--- src/rtl/hufd_pkg.sv ---
// shared types and constants for the huffman tree bit decoder
// used by hufd_front, hufd_walk and huffman_tree_bit_decoder
package hufd_pkg;

    localparam int NODE_W      = 9;
    localparam int TREE_NODES  = 2 ** NODE_W;
    localparam int SYM_W       = 8;
    localparam int CODE_W      = 8;
    localparam int BIT_CNT_W   = $clog2(CODE_W + 1);
    localparam int S_TDATA_W   = 48;
    localparam int M_TDATA_W   = 8;
    localparam int CMDQ_DEPTH  = 4;
    localparam int CMDQ_PTR_W  = $clog2(CMDQ_DEPTH);
    localparam int CMDQ_CNT_W  = $clog2(CMDQ_DEPTH + 1);

    typedef enum logic {
        CMD_LOAD   = 1'b0,
        CMD_DECODE = 1'b1
    } cmd_kind_t;

    typedef struct packed {
        logic              leaf;
        logic [SYM_W-1:0]  sym;
        logic [NODE_W-1:0] left;
        logic [NODE_W-1:0] right;
    } entry_t;

    typedef struct packed {
        cmd_kind_t         kind;
        logic [NODE_W-1:0] idx;
        entry_t            ent;
        logic [CODE_W-1:0] code;
    } cmd_t;

endpackage

--- src/rtl/hufd_front.sv ---
// input side: accepts stream transactions, classifies them as load or decode
// commands and queues them for the walker; depends on hufd_pkg
module hufd_front
    import hufd_pkg::*;
(
    input  logic                 aclk,
    input  logic                 aresetn,
    input  logic                 s_tvalid,
    output logic                 s_tready,
    input  logic [S_TDATA_W-1:0] s_tdata,
    input  logic                 s_tuser,
    output logic                 cmd_valid,
    input  logic                 cmd_ready,
    output cmd_t                 cmd
);

    cmd_t                  queue_reg [CMDQ_DEPTH];
    logic [CMDQ_PTR_W-1:0] wr_ptr_reg, wr_ptr_next;
    logic [CMDQ_PTR_W-1:0] rd_ptr_reg, rd_ptr_next;
    logic [CMDQ_CNT_W-1:0] count_reg, count_next;
    cmd_t                  in_cmd;
    logic                  push;
    logic                  pop;

    always_comb begin
        in_cmd.kind      = s_tuser ? CMD_DECODE : CMD_LOAD;
        in_cmd.idx       = s_tdata[8:0];
        in_cmd.ent.leaf  = s_tdata[9];
        in_cmd.ent.sym   = s_tdata[17:10];
        in_cmd.ent.left  = s_tdata[26:18];
        in_cmd.ent.right = s_tdata[35:27];
        in_cmd.code      = s_tdata[43:36];
    end

    assign s_tready  = (count_reg != CMDQ_CNT_W'(CMDQ_DEPTH));
    assign cmd_valid = (count_reg != '0);
    assign cmd       = queue_reg[rd_ptr_reg];
    assign push      = s_tvalid && s_tready;
    assign pop       = cmd_valid && cmd_ready;

    always_comb begin
        wr_ptr_next = wr_ptr_reg;
        rd_ptr_next = rd_ptr_reg;
        count_next  = count_reg;
        if (push) begin
            wr_ptr_next = (wr_ptr_reg == CMDQ_PTR_W'(CMDQ_DEPTH - 1)) ? '0 : wr_ptr_reg + 1'b1;
        end
        if (pop) begin
            rd_ptr_next = (rd_ptr_reg == CMDQ_PTR_W'(CMDQ_DEPTH - 1)) ? '0 : rd_ptr_reg + 1'b1;
        end
        if (push && !pop) begin
            count_next = count_reg + 1'b1;
        end else if (pop && !push) begin
            count_next = count_reg - 1'b1;
        end
    end

    always_ff @(posedge aclk) begin
        if (!aresetn) begin
            wr_ptr_reg <= '0;
            rd_ptr_reg <= '0;
            count_reg  <= '0;
        end else begin
            wr_ptr_reg <= wr_ptr_next;
            rd_ptr_reg <= rd_ptr_next;
            count_reg  <= count_next;
        end
    end

    always_ff @(posedge aclk) begin
        if (push) begin
            queue_reg[wr_ptr_reg] <= in_cmd;
        end
    end

endmodule

--- config.mk ---
export PLATFORM = sky130hd
export DESIGN_NAME = hufd_front
export DESIGN_NICKNAME = d
export VERILOG_FILES = /design/src/rtl/hufd_pkg.sv /design/src/rtl/hufd_front.sv
export SDC_FILE = /design/constraint.sdc
export NUM_CORES = 1
export LEC_CHECK = 0
export BUFFER_PORTS_ARGS = -buffer_cell sky130_fd_sc_hd__buf_2
export CAP_MARGIN = 30
export CORE_UTILIZATION = 40
export DETAILED_ROUTE_END_ITERATION = 6
export PLACE_DENSITY = 0.58
export SETUP_SLACK_MARGIN = 0.5
export SYNTH_ARGS = -nofsm -noshare
export SYNTH_HDL_FRONTEND = slang
export SYNTH_SLANG_ARGS = --single-unit
--- constraint.sdc ---
create_clock -name aclk -period 3.4 [get_ports aclk]
set_input_delay 0.34 -clock aclk [delete_from_list [all_inputs] [get_ports aclk]]
set_output_delay 0.34 -clock aclk [all_outputs]
set_load 0.005 [all_outputs]
==> results.cfg <==
[status]
status = finished, final reports clean

[sta]
slew_viol_final = 0
fmax_mhz = 403
final_hold_viol_count = 0
setup_tns_ns = 0
fin_skew_ns = 0.00872
period_minus_slack_ns = 2.48
slew_headroom_pct = 54.4
setup_viol = 0
tightest_slew_ns = 0.683
period_share_pct = 72.9
rsz0062_at_grt = no

[placement]
dpl.hpwl_um = 7380
portBuffers = 95
routabilityCongestion = 0.653
dp.cells = 595

[grt]
grt_pass1_wl_um = 18600
grt_start_max_net_pins = 28
first_global_vias = 3421
grt_overflow_total = 0
grtUsageTotal_pct = 14.5
antenna_found_initial = 1

[layout]
syn2layout_area_growth_pct = 20.3
layout-drive-gt1-share_pct = 45.7
layout.nets = 454
final_common_cell = edfxtp_1
final_cell_mix = edfxtp_1 (180), buf_2 (95), mux4_2 (45)
antenna_cells = 0
largest_reg_flops = 180
fill_cells = 1389
fin_cells = 627

[clocking]
cts.clk_slew.worst_paths_ns = 0.07
cts.path.max_buffers = 2
cts_tree = built
cts.sinks = 189
clock_latency_ns = 0.42
postCtsSetupBuffers = 0
ctsHoldBuffers = 0
cts_buffers = 17
cts_resized = 0
cts_root_buf = clkbuf_16
htree_levels = 4

[synthesis]
synthCells = 286
synth_top_area_share_pct = 77.4
synth_flop_cell = edfxtp_1
synth.distinct_cells = 26
ys_ff_latch = 189
yosys_warnings = 0
ys_top_cells_by_area = edfxtp_1 (77%), mux4_2 (15%), dfxtp_1 (2.6%)
syn_avg_cell_area_um2 = 24.4
synth_fp_nets = 346
ys_seq_area_share_pct = 80.0
synth_edf_count = 180
ys_async_sr_fraction_pct = 0
yosys.area.top_type = edfxtp_1
synth_area_um2 = 6980

[routing]
wl_per_cell_um = 19.4
vias_per_cell = 5.06
drc_errors = 0
ant_nets = 0
finalWirelength_um = 12100
firstDrtPassIters = 4
drt_iter0_markers = 163
dr_total_vias = 3170

[job]
cap_viol_max_count = 0

[worst_setup_path]
critical_path_depth = 7
crit_family = compound AO/OA/AOI/OAI gates
critPathArrivalTime_ns = 2.83
crit_type = register to register
worstPathRequired_ns = 3.75
worstPathMaxFanout = 5
cp_slowest_cell = o31ai_1
crit_chain = o31ai_1 -> ha_1 -> inv_1 -> fa_1 -> xor2_1 -> or3_2 -> a21boi_0
crit_path_max_incr_delay_ns = 0.53
reg2reg_depth = 7
worst_setup_path_end_kind = register
startpoint_type = register
critPathBufInv = 1

[floorplan]
start_util_pct = 41.5
core-area_um2 = 16800
die_area_um2 = 18000
die_w_um = 134
io_pins = 100
row_count = 47
die_h_um = 134

[worst_hold_path]
min_path_cells = 1
hp-class = primary input to register

[power]
cellLeakagePower_nw = 2.84
max-vdd-ir-drop_v = 0.000385
powerDensity_nw_per_um2 = 733
[cell type report]
cell class	instances	area [um2]	area share (%)
clock buffers	24	568	6.76
clock inverters	8	60.1	0.715
inverters	3	11.3	0.134
multi-input cells	82	1300	15.5
flip-flops and latches	189	5590	66.6
well taps	220	275	3.28
repair buffers	101	596	7.09
[metrics by stage]
stage / util, % / instance area (um2) / total power, mW / hold WS [ns] / worst slack, ns
after global placement: 46.2 / 7770 / 4.21 / 0.487 / 1.06
after detailed placement: 46.2 / 7770 / 4.25 / 0.501 / 0.920
after floorplan: - / 6980 / 3.74 / 0.439 / 1.20
final: 49.9 / 8400 / 6.16 / 0.131 / 0.921
after global routing: 49.9 / 8400 / 6.43 / 0.120 / 0.715
after CTS: 49.9 / 8400 / 6.25 / 0.111 / 0.904
[cell usage after synthesis, types with 3 or more instances]
master and count:
and3_2 4, buf_6 5, clkbuf_1 5, dfxtp_1 9, edfxtp_1 180, ha_1 6, inv_1 3, mux4_2 45
nand2_1 5, o21ai_0 3
[final timing paths]
check,from,end,slack [ns]
max reg2reg,count_reg[0]$_SDFFE_PN0P_,count_reg[2]$_SDFFE_PN0P_,0.92
min reg2reg,wr_ptr_reg[1]$_SDFFE_PN0P_,wr_ptr_reg[1]$_SDFFE_PN0P_,0.51
min,s_tdata[33],queue_reg[2][14]$_DFFE_PP_,0.13
max,count_reg[0]$_SDFFE_PN0P_,count_reg[2]$_SDFFE_PN0P_,0.92
[metal layers]
metal / GRT usage (%) / vias to the layer above / routed length [um]
met3: 4.50 / 17 / 717
met4: 6.37 / 2 / 184
met5: 0 / - / 10
met1: 18.2 / 1646 / 5290
met2: 23.3 / 79 / 5940
li1: - / 1426 / -
[power breakdown]
part | switching [mW] | internal, mW | total, mW
Sequential | 0.142 | 2.83 | 2.97
Combinational | 0.542 | 0.642 | 1.18
Clock | 0.820 | 1.18 | 2.00
[kinds of logic (layout without fill, tap and decap cells)]
family                     Yosys count  after routing  share of synthesized area [%]
DFF                                189            189                           80.0
muxes                               47             47                           14.8
and+or+nand+nor                     20             20                           1.69
buffers and inverters               15            136                           1.38
adders and majority gates            7              7                           1.36
AOI/OAI and AO/OA                    6              6                          0.502
xor gates and xnor gates             2              2                          0.251
(Power assumes the default switching activity.)
